==> config.mk <==
export PLATFORM = sky130hd
export DESIGN_NAME = selective_receive_window_unit
export DESIGN_NICKNAME = d
export VERILOG_FILES = /design/src/rtl/rsw_pkg.sv /design/src/rtl/rsw_slot_mem.sv /design/src/rtl/rsw_out_stage.sv /design/src/rtl/rsw_ctrl.sv /design/src/rtl/selective_receive_window_unit.sv
export SDC_FILE = /design/constraint.sdc
export NUM_CORES = 2
export LEC_CHECK = 0
export ABC_CLOCK_PERIOD_IN_PS = 8150
export BUFFER_PORTS_ARGS = -buffer_cell sky130_fd_sc_hd__buf_2
export CORE_MARGIN = 2
export CORE_UTILIZATION = 45
export CTS_CLUSTER_SIZE = 20
export DETAILED_ROUTE_END_ITERATION = 16
export PLACE_DENSITY = 0.65
export SYNTH_ARGS = -nofsm -noshare
export SYNTH_HDL_FRONTEND = slang
export SYNTH_SLANG_ARGS = --single-unit
export TNS_END_PERCENT = 30
==> constraint.sdc <==
create_clock -name aclk -period 8.15 [get_ports aclk]
set_input_delay 0.4075 -clock aclk [delete_from_list [all_inputs] [get_ports aclk]]
set_output_delay 0.4075 -clock aclk [all_outputs]
set_load 0.005 [all_outputs]
==> src/rtl/rsw_pkg.sv <==
// Shared types and constants for the selective-repeat receive window.
// Used by every module under rtl/; no dependencies.
package rsw_pkg;

    // built window depth (default) and register width
    localparam int WINDOW_DEF = 32;
    localparam int CFG_W      = 6;
    localparam logic [CFG_W-1:0] WIN_SIZE_RST = 6'd32;

    localparam int KIND_W = 2;
    localparam int SEQ_W  = 32;
    localparam int REF_W  = 32;
    localparam int LEN_W  = 11;
    localparam int EV_W   = 2;

    // stream widths, padded to whole bytes
    localparam int S_FIELDS_W = SEQ_W + REF_W + LEN_W;
    localparam int S_TDATA_W  = ((S_FIELDS_W + 7) / 8) * 8;
    localparam int M_FIELDS_W = SEQ_W + 1 + REF_W + LEN_W;
    localparam int M_TDATA_W  = ((M_FIELDS_W + 7) / 8) * 8;
    localparam int M_PAD_W    = M_TDATA_W - M_FIELDS_W;

    // packet kinds
    localparam logic [KIND_W-1:0] KIND_DATA = 2'd0;
    localparam logic [KIND_W-1:0] KIND_FIN  = 2'd1;

    // result events
    localparam logic [EV_W-1:0] EV_ACK     = 2'd0;
    localparam logic [EV_W-1:0] EV_FINACK  = 2'd1;
    localparam logic [EV_W-1:0] EV_DROP    = 2'd2;
    localparam logic [EV_W-1:0] EV_DELIVER = 2'd3;

    typedef struct packed {
        logic [KIND_W-1:0] kind;
        logic [SEQ_W-1:0]  seq_num;
        logic [REF_W-1:0]  payload_ref;
        logic [LEN_W-1:0]  payload_len;
    } rsw_item_t;

    typedef struct packed {
        logic [EV_W-1:0]  event_res;
        logic [SEQ_W-1:0] ack_seq;
        logic             ignored;
        logic [REF_W-1:0] payload_ref;
        logic [LEN_W-1:0] payload_len;
        logic             last;
    } rsw_result_t;

    typedef struct packed {
        logic [REF_W-1:0] payload_ref;
        logic [LEN_W-1:0] payload_len;
    } rsw_slot_t;

endpackage

==> src/rtl/rsw_slot_mem.sv <==
// Slot store: payload reference and length per receive slot.
// One write port, one read port with registered read data. Uses rsw_pkg.
module rsw_slot_mem #(
    parameter int DEPTH  = rsw_pkg::WINDOW_DEF,
    parameter int ADDR_W = (DEPTH > 1) ? $clog2(DEPTH) : 1
) (
    input  logic                aclk,
    input  logic                wr_en,
    input  logic [ADDR_W-1:0]   wr_addr,
    input  rsw_pkg::rsw_slot_t  wr_data,
    input  logic                rd_en,
    input  logic [ADDR_W-1:0]   rd_addr,
    output rsw_pkg::rsw_slot_t  rd_data
);
    import rsw_pkg::*;

    rsw_slot_t mem [DEPTH];
    rsw_slot_t rd_data_reg;

    always_ff @(posedge aclk) begin
        if (wr_en) begin
            mem[wr_addr] <= wr_data;
        end
        if (rd_en) begin
            rd_data_reg <= mem[rd_addr];
        end
    end

    assign rd_data = rd_data_reg;

endmodule

==> src/rtl/rsw_out_stage.sv <==
// Output register for result words; parts the window logic from the
// downstream ready. Uses rsw_pkg.
module rsw_out_stage (
    input  logic                 aclk,
    input  logic                 aresetn,
    input  logic                 in_valid,
    output logic                 in_ready,
    input  rsw_pkg::rsw_result_t in_res,
    output logic                 out_valid,
    input  logic                 out_ready,
    output rsw_pkg::rsw_result_t out_res
);
    import rsw_pkg::*;

    logic        valid_reg;
    rsw_result_t res_reg;

    assign in_ready = !valid_reg || out_ready;

    always_ff @(posedge aclk) begin
        if (!aresetn) begin
            valid_reg <= 1'b0;
        end else if (in_ready) begin
            valid_reg <= in_valid;
        end
    end

    always_ff @(posedge aclk) begin
        if (in_valid && in_ready) begin
            res_reg <= in_res;
        end
    end

    assign out_valid = valid_reg;
    assign out_res   = res_reg;

endmodule

==> src/rtl/rsw_ctrl.sv <==
// Window control: base, slot marks, fill count, packet evaluation and
// in-order flush through the slot memory. Uses rsw_pkg and rsw_slot_mem.
module rsw_ctrl #(
    parameter int WINDOW = rsw_pkg::WINDOW_DEF
) (
    input  logic                          aclk,
    input  logic                          aresetn,
    input  logic                          cfg_valid,
    output logic                          cfg_ready,
    input  logic [rsw_pkg::CFG_W-1:0]     cfg_data,
    input  logic                          in_valid,
    output logic                          in_ready,
    input  rsw_pkg::rsw_item_t            in_item,
    output logic                          res_valid,
    input  logic                          res_ready,
    output rsw_pkg::rsw_result_t          res
);
    import rsw_pkg::*;

    localparam int SLOT_W = (WINDOW > 1) ? $clog2(WINDOW) : 1;
    localparam int CNT_W  = $clog2(WINDOW + 1);

    typedef enum logic [1:0] {
        ST_IDLE,
        ST_EVAL,
        ST_FLUSH_RD,
        ST_FLUSH_OUT
    } state_t;

    function automatic logic [CNT_W-1:0] eff_window(input logic [CFG_W-1:0] w);
        logic [CFG_W-1:0] c;
        c = w;
        if (c == '0) c = CFG_W'(1);
        if (c > CFG_W'(WINDOW)) c = CFG_W'(WINDOW);
        return CNT_W'(c);
    endfunction

    state_t             state_reg, state_next;
    logic [SEQ_W-1:0]   base_reg, base_next;
    logic [WINDOW-1:0]  mark_reg, mark_next;
    logic [CNT_W-1:0]   cnt_reg, cnt_next;
    logic [CNT_W-1:0]   rw_reg, rw_next;
    logic [SLOT_W-1:0]  idx_reg, idx_next;
    logic               fin_reg, fin_next;
    rsw_item_t          item_reg;

    rsw_slot_t          mem_wr_data, mem_rd_data;
    logic               mem_wr_en, mem_rd_en;
    logic [SLOT_W-1:0]  slot;

    logic [SEQ_W-1:0]   limit, u_off;
    logic               over, in_range, fresh, full;
    logic [CNT_W-1:0]   idx_inc;
    logic               mark_at_inc, last_del;

    assign cfg_ready = 1'b1;
    assign in_ready  = (state_reg == ST_IDLE);

    // packet evaluation
    assign limit    = base_reg + SEQ_W'(rw_reg);
    assign over     = item_reg.seq_num > limit;
    assign u_off    = item_reg.seq_num - base_reg - SEQ_W'(1);
    assign in_range = u_off < SEQ_W'(rw_reg);
    assign slot     = u_off[SLOT_W-1:0];
    assign fresh    = in_range && !mark_reg[slot];
    assign full     = (cnt_reg == rw_reg);

    // flush end: window exhausted, or for FIN the run of marks ends
    assign idx_inc     = CNT_W'(idx_reg) + CNT_W'(1);
    assign mark_at_inc = (idx_inc < CNT_W'(WINDOW)) ? mark_reg[idx_inc[SLOT_W-1:0]] : 1'b0;
    assign last_del    = (idx_inc == rw_reg) || (fin_reg && !mark_at_inc);

    assign mem_wr_data.payload_ref = item_reg.payload_ref;
    assign mem_wr_data.payload_len = item_reg.payload_len;

    always_comb begin
        state_next = state_reg;
        base_next  = base_reg;
        mark_next  = mark_reg;
        cnt_next   = cnt_reg;
        rw_next    = rw_reg;
        idx_next   = idx_reg;
        fin_next   = fin_reg;
        mem_wr_en  = 1'b0;
        mem_rd_en  = 1'b0;
        res_valid  = 1'b0;
        res        = '0;

        unique case (state_reg)
            ST_IDLE: begin
                if (in_valid && (in_item.kind == KIND_DATA || in_item.kind == KIND_FIN)) begin
                    state_next = ST_EVAL;
                end
            end
            ST_EVAL: begin
                res_valid = 1'b1;
                if (item_reg.kind == KIND_FIN) begin
                    res.event_res = EV_FINACK;
                    res.last      = !mark_reg[0];
                end else if (over) begin
                    res.event_res = EV_DROP;
                    res.ack_seq   = item_reg.seq_num;
                    res.last      = !full;
                end else begin
                    res.event_res = EV_ACK;
                    res.ack_seq   = item_reg.seq_num;
                    res.ignored   = !fresh;
                    res.last      = 1'b1;
                end
                if (res_ready) begin
                    state_next = ST_IDLE;
                    idx_next   = '0;
                    if (item_reg.kind == KIND_FIN) begin
                        fin_next = 1'b1;
                        if (mark_reg[0]) begin
                            state_next = ST_FLUSH_RD;
                        end else begin
                            base_next = '0;
                            mark_next = '0;
                            cnt_next  = '0;
                        end
                    end else if (over) begin
                        fin_next = 1'b0;
                        if (full) begin
                            state_next = ST_FLUSH_RD;
                        end
                    end else if (fresh) begin
                        mem_wr_en       = 1'b1;
                        mark_next[slot] = 1'b1;
                        cnt_next        = cnt_reg + CNT_W'(1);
                    end
                end
            end
            ST_FLUSH_RD: begin
                mem_rd_en  = 1'b1;
                state_next = ST_FLUSH_OUT;
            end
            ST_FLUSH_OUT: begin
                res_valid       = 1'b1;
                res.event_res   = EV_DELIVER;
                res.payload_ref = mem_rd_data.payload_ref;
                res.payload_len = mem_rd_data.payload_len;
                res.last        = last_del;
                if (res_ready) begin
                    if (last_del) begin
                        state_next = ST_IDLE;
                        base_next  = fin_reg ? '0 : limit;
                        mark_next  = '0;
                        cnt_next   = '0;
                    end else begin
                        idx_next   = idx_inc[SLOT_W-1:0];
                        state_next = ST_FLUSH_RD;
                    end
                end
            end
            default: begin
                state_next = ST_IDLE;
            end
        endcase

        // register write: new window size, marks dropped, base kept
        if (cfg_valid) begin
            rw_next   = eff_window(cfg_data);
            mark_next = '0;
            cnt_next  = '0;
        end
    end

    always_ff @(posedge aclk) begin
        if (!aresetn) begin
            state_reg <= ST_IDLE;
            base_reg  <= '0;
            mark_reg  <= '0;
            cnt_reg   <= '0;
            rw_reg    <= eff_window(WIN_SIZE_RST);
            idx_reg   <= '0;
            fin_reg   <= 1'b0;
        end else begin
            state_reg <= state_next;
            base_reg  <= base_next;
            mark_reg  <= mark_next;
            cnt_reg   <= cnt_next;
            rw_reg    <= rw_next;
            idx_reg   <= idx_next;
            fin_reg   <= fin_next;
        end
    end

    always_ff @(posedge aclk) begin
        if (in_valid && in_ready) begin
            item_reg <= in_item;
        end
    end

    rsw_slot_mem #(
        .DEPTH  (WINDOW),
        .ADDR_W (SLOT_W)
    ) u_slot_mem (
        .aclk    (aclk),
        .wr_en   (mem_wr_en),
        .wr_addr (slot),
        .wr_data (mem_wr_data),
        .rd_en   (mem_rd_en),
        .rd_addr (idx_reg),
        .rd_data (mem_rd_data)
    );

    a_cnt_le_window: assert property (@(posedge aclk) disable iff (!aresetn)
        cnt_reg <= rw_reg)
        else $error("fill count above window size");

    a_cnt_matches_marks: assert property (@(posedge aclk) disable iff (!aresetn)
        $countones(mark_reg) == int'(cnt_reg))
        else $error("fill count does not match slot marks");

    a_marks_in_window: assert property (@(posedge aclk) disable iff (!aresetn)
        (mark_reg >> rw_reg) == '0)
        else $error("slot marked beyond window size");

    a_flush_read_first: assert property (@(posedge aclk) disable iff (!aresetn)
        (state_reg == ST_FLUSH_OUT) |->
            ($past(state_reg) == ST_FLUSH_RD || $past(state_reg) == ST_FLUSH_OUT))
        else $error("delivery without slot read");

endmodule

==> src/rtl/selective_receive_window_unit.sv <==
// Ack, drop and finack words go from the EVAL state to the output register and
// on to m_tvalid; no packet is taken until the last word is loaded. s_tready is
// high whenever the window logic is idle, even while a result word waits in the
// output register. A flush delivers one slot at a time (memory read, then output
// load), holding s_tready low until the last slot. Reset (aresetn, synchronous):
// base, marks, count cleared, window size 32 capped at WINDOW; slot memory kept.
module selective_receive_window_unit #(
    parameter int WINDOW = rsw_pkg::WINDOW_DEF
) (
    input  logic                           aclk,
    input  logic                           aresetn,
    // window_size register
    input  logic                           cfg_valid,
    output logic                           cfg_ready,
    input  logic [rsw_pkg::CFG_W-1:0]      cfg_data,
    // packets
    input  logic                           s_tvalid,
    output logic                           s_tready,
    input  logic [rsw_pkg::S_TDATA_W-1:0]  s_tdata,  // seq_num, payload_ref, payload_len
    input  logic [rsw_pkg::KIND_W-1:0]     s_tuser,  // kind
    // results
    output logic                           m_tvalid,
    input  logic                           m_tready,
    output logic [rsw_pkg::M_TDATA_W-1:0]  m_tdata,  // ack_seq, ignored, payload_ref, payload_len
    output logic [rsw_pkg::EV_W-1:0]       m_tuser,  // event_res
    output logic                           m_tlast
);
    import rsw_pkg::*;

    rsw_item_t   item;
    rsw_result_t res, out_res;
    logic        res_valid, res_ready;

    assign item.kind        = s_tuser;
    assign item.seq_num     = s_tdata[SEQ_W-1:0];
    assign item.payload_ref = s_tdata[SEQ_W+REF_W-1:SEQ_W];
    assign item.payload_len = s_tdata[S_FIELDS_W-1:SEQ_W+REF_W];

    rsw_ctrl #(
        .WINDOW (WINDOW)
    ) u_ctrl (
        .aclk      (aclk),
        .aresetn   (aresetn),
        .cfg_valid (cfg_valid),
        .cfg_ready (cfg_ready),
        .cfg_data  (cfg_data),
        .in_valid  (s_tvalid),
        .in_ready  (s_tready),
        .in_item   (item),
        .res_valid (res_valid),
        .res_ready (res_ready),
        .res       (res)
    );

    rsw_out_stage u_out (
        .aclk      (aclk),
        .aresetn   (aresetn),
        .in_valid  (res_valid),
        .in_ready  (res_ready),
        .in_res    (res),
        .out_valid (m_tvalid),
        .out_ready (m_tready),
        .out_res   (out_res)
    );

    assign m_tdata = {{M_PAD_W{1'b0}}, out_res.payload_len, out_res.payload_ref,
                      out_res.ignored, out_res.ack_seq};
    assign m_tuser = out_res.event_res;
    assign m_tlast = out_res.last;

endmodule

==> results.py <==
metrics = {
    "final_layout": {
        "drive_above_1_share": 0.264,
        "largest_reg_flops": 1376,
        "area_growth_pct": 15.1,
        "post-route-util": 0.520,
        "layout.nets": 3926,
        "nFillCells": 11400,
    },
    "floorplan": {
        "io_pins": 179,
        "coreArea_um2": 147000,
        "die-area_um2": 151000,
        "die_w_um": 389,
        "die_h_um": 389,
        "fp-row-count": 141,
        "start_util": 0.452,
    },
    "detailed_routing": {
        "first_pass_iters": 5,
        "wl_per_cell_um": 26.4,
        "drc": 0,
        "vias": 33800,
        "viasPerCell": 5.80,
        "routed_wl_mm": 154,
        "ant_nets": 0,
        "drt_iter0_drc": 3463,
    },
    "run": {
        "cap_viol_max_count": 0,
    },
    "critical_path": {
        "reg2reg_setup_slack_ns": 1.43,
        "r2r-start": "u_ctrl.rw_reg[0]",
        "rr_endpoint": "u_ctrl.u_slot_mem.mem[6][30]",
        "required_ns": 8.63,
        "crit_type": "reg2reg",
        "crit_arrival_ns": 7.20,
        "worst-path-max-fanout": 19,
        "end_kind": "register",
        "ff2ff_path_depth": 24,
        "crit_path_start_kind": "register",
    },
    "yosys": {
        "async_reset_ff_frac": 0,
        "synth_flop_cell": "edfxtp_1",
        "synthTopCellsByArea": "edfxtp_1 71%, mux4_2 15%, dfxtp_1 2.6%",
        "synth_top_area_frac": 0.711,
        "yosysTopAreaCell": "edfxtp_1",
        "synthCells": 3414,
        "avgSynthCellArea_um2": 19.5,
        "yosys_register_bits": 1660,
        "synth_area_um2": 66600,
        "ys_top_cells_by_count": "1575 x edfxtp_1, 450 x mux4_2, 266 x nand2_1, 131 x clkbuf_1, 102 x nor2_1",
        "synth_cell_types": 71,
        "yosysWarnings": 0,
        "synth.yosys.seq_area_share": 0.736,
        "synth_edf_count": 1575,
        "synthMostInstantiatedCell": "edfxtp_1",
    },
    "sta": {
        "worst_pin_slew_ns": 1.20,
        "finalHoldViolations": 0,
        "drv_slew": 0,
        "setup_viol": 0,
        "fmax_mhz": 149,
        "grt_setup_unrepaired": "false",
        "fin_tns_setup_ns": 0,
        "post-route-min-period_ns": 6.72,
        "period_share": 0.824,
        "setup_ws_ns": 1.43,
        "finClkSkew_ns": 0.0553,
        "relSlewSlack": 0.202,
    },
    "clock_network": {
        "clock-root-buffer": "clkbuf_16",
        "cts_num_sinks": 1660,
        "cts_resized": 0,
        "clockBufferDepth": 3,
        "h-tree-depth": 4,
        "cts_tree": "yes",
        "numCtsBuffers": 168,
        "path_clk_slew_ns": 0.06,
        "clk_latency_ns": 0.83,
    },
    "power": {
        "powerDensity_nw_per_um2": 232,
        "vdd_ir_drop_max_v": 0.000175,
        "p_total_mw": 17.7,
        "leakagePower_nw": 24.1,
    },
    "global_routing": {
        "grt_max_degree": 73,
        "antenna_found_initial": 3,
        "grt_pass1_vias": 34000,
        "grt_pass1_wl_mm": 226,
        "grt_overflow": 0,
        "track_usage": 0.204,
    },
    "worst_hold_path": {
        "hp-class": "in2reg",
        "worstHoldStart": "aresetn",
        "hold_end": "u_ctrl.idx_reg[0]",
        "holdPathStages": 2,
    },
    "placed_design": {
        "preCtsSetupSlack_ns": 1.50,
        "gp_congestion": 0.880,
        "io_buffers": 168,
        "hpwl_mm": 88.6,
    },
    "outcome": {
        "status": "completed",
    },
}
## cells in the final DEF, fill, tap and decap left out, drive strengths merged, types with 11 or more instances in the layout
cell,instances
nor2,102
nand2b,11
dfxtp,85
nand2,266
buf,256
o21a,15
mux4,450
and2,46
a21boi,11
inv,61
xnor2,44
bufinv,18
dlygate4sd3,87
xor2,16
and3,56
nor3,20
a21oi,60
o211ai,13
nand4,31
clkinv,79
edfxtp,1575
nand3,63
nor2b,18
ha,76
o21ai,110
clkbuf,200
a21o,11
## critical path: stages, from the launching register on
cell       delay [ns]
dfxtp_1          0.48
ha_1             0.22
inv_1            0.05
fa_1             0.40
nor2b_1          0.13
o21ai_0          0.11
a21oi_1          0.19
o21ai_0          0.16
a2111oi_0        0.48
buf_4            0.22
and2_1           0.35
nand4_1          0.16
xnor2_1          0.23
ha_1             0.28
nand2_1          0.06
nor2_1           0.04
a2111oi_0        0.38
nor3_1           0.13
a211o_1          0.30
nand2_1          0.23
and3_1           0.30
nand4_1          0.12
buf_4            0.27
nor2_4           0.60
buf_4            0.44
## worst max-delay path by stage
stage                     startpoint                      endpoint  slack, ns
finish              u_ctrl.rw_reg[0]  u_ctrl.u_slot_mem.mem[6][30]       1.43
global route        u_ctrl.rw_reg[0]  u_ctrl.u_slot_mem.mem[6][41]       0.86
CTS                 u_ctrl.rw_reg[0]  u_ctrl.u_slot_mem.mem[6][33]       1.42
detailed placement  u_ctrl.rw_reg[0]  u_ctrl.u_slot_mem.mem[6][30]       1.50
global placement    u_ctrl.rw_reg[0]  u_ctrl.u_slot_mem.mem[5][33]       1.47
floorplan           u_ctrl.rw_reg[0]   u_ctrl.u_slot_mem.mem[1][0]       1.18
## metrics by stage
step | std cells | hold slack, ns | area (um^2)
final | 5826 | 0.0798 | 76600
after global routing | 5825 | 0.0521 | 76600
after CTS | 5825 | 0.0132 | 76600
after detailed placement | 5428 | 0.451 | 70200
after global placement | 5428 | 0.436 | 70200
after floorplan | 3417 | 0.425 | 66600
## layer usage
layer / GRT usage / share of wire / routed length, um
met1: 0.293 / 0.43 / 65900
met2: 0.320 / 0.48 / 73400
met3: 0.0410 / 0.071 / 11000
met4: 0.0590 / 0.024 / 3690
met5: 0 / 0.00012 / 18
## repair_timing
item / in CTS / in global routing
hold buffers: 87 / 0
buffers inserted: 0 / 0
hold endpoints to repair: 84 / 0
## cell type report
type / instances / area, um^2 / share of cell area
Antenna cell: 1 / 2.50 / 0.0000327
Clock buffer: 200 / 4390 / 0.0572
Clock inverter: 110 / 1210 / 0.0158
Inverter: 55 / 209 / 0.00273
Multi-Input combinational cell: 1527 / 16900 / 0.221
Sequential cell: 1660 / 49000 / 0.640
Tap cell: 1930 / 2410 / 0.0315
Timing Repair Buffer: 343 / 2470 / 0.0323
## cells by family (layout without fill, tap and decap cells)
logic type / Yosys count / after routing / synth area share
flip-flops: 1660 / 1660 / 0.736
adder cells (fa/ha/maj): 78 / 78 / 0.0149
AO/OA/AOI/OAI: 284 / 284 / 0.0285
AND/OR/NAND/NOR: 644 / 644 / 0.0457
buffers and inverters: 230 / 708 / 0.0136
other: 2 / 6 / 0.000113
XOR/XNOR: 60 / 60 / 0.00789
multiplexers: 456 / 456 / 0.153
## power breakdown
| part | internal (mW) | switching [mW] |
|---|---|---|
| Combinational | 0.157 | 0.264 |
| Clock | 4.45 | 3.30 |
| Sequential | 9.42 | 0.151 |
| Total | 14.0 | 3.72 |
(Power assumes the default switching activity.)
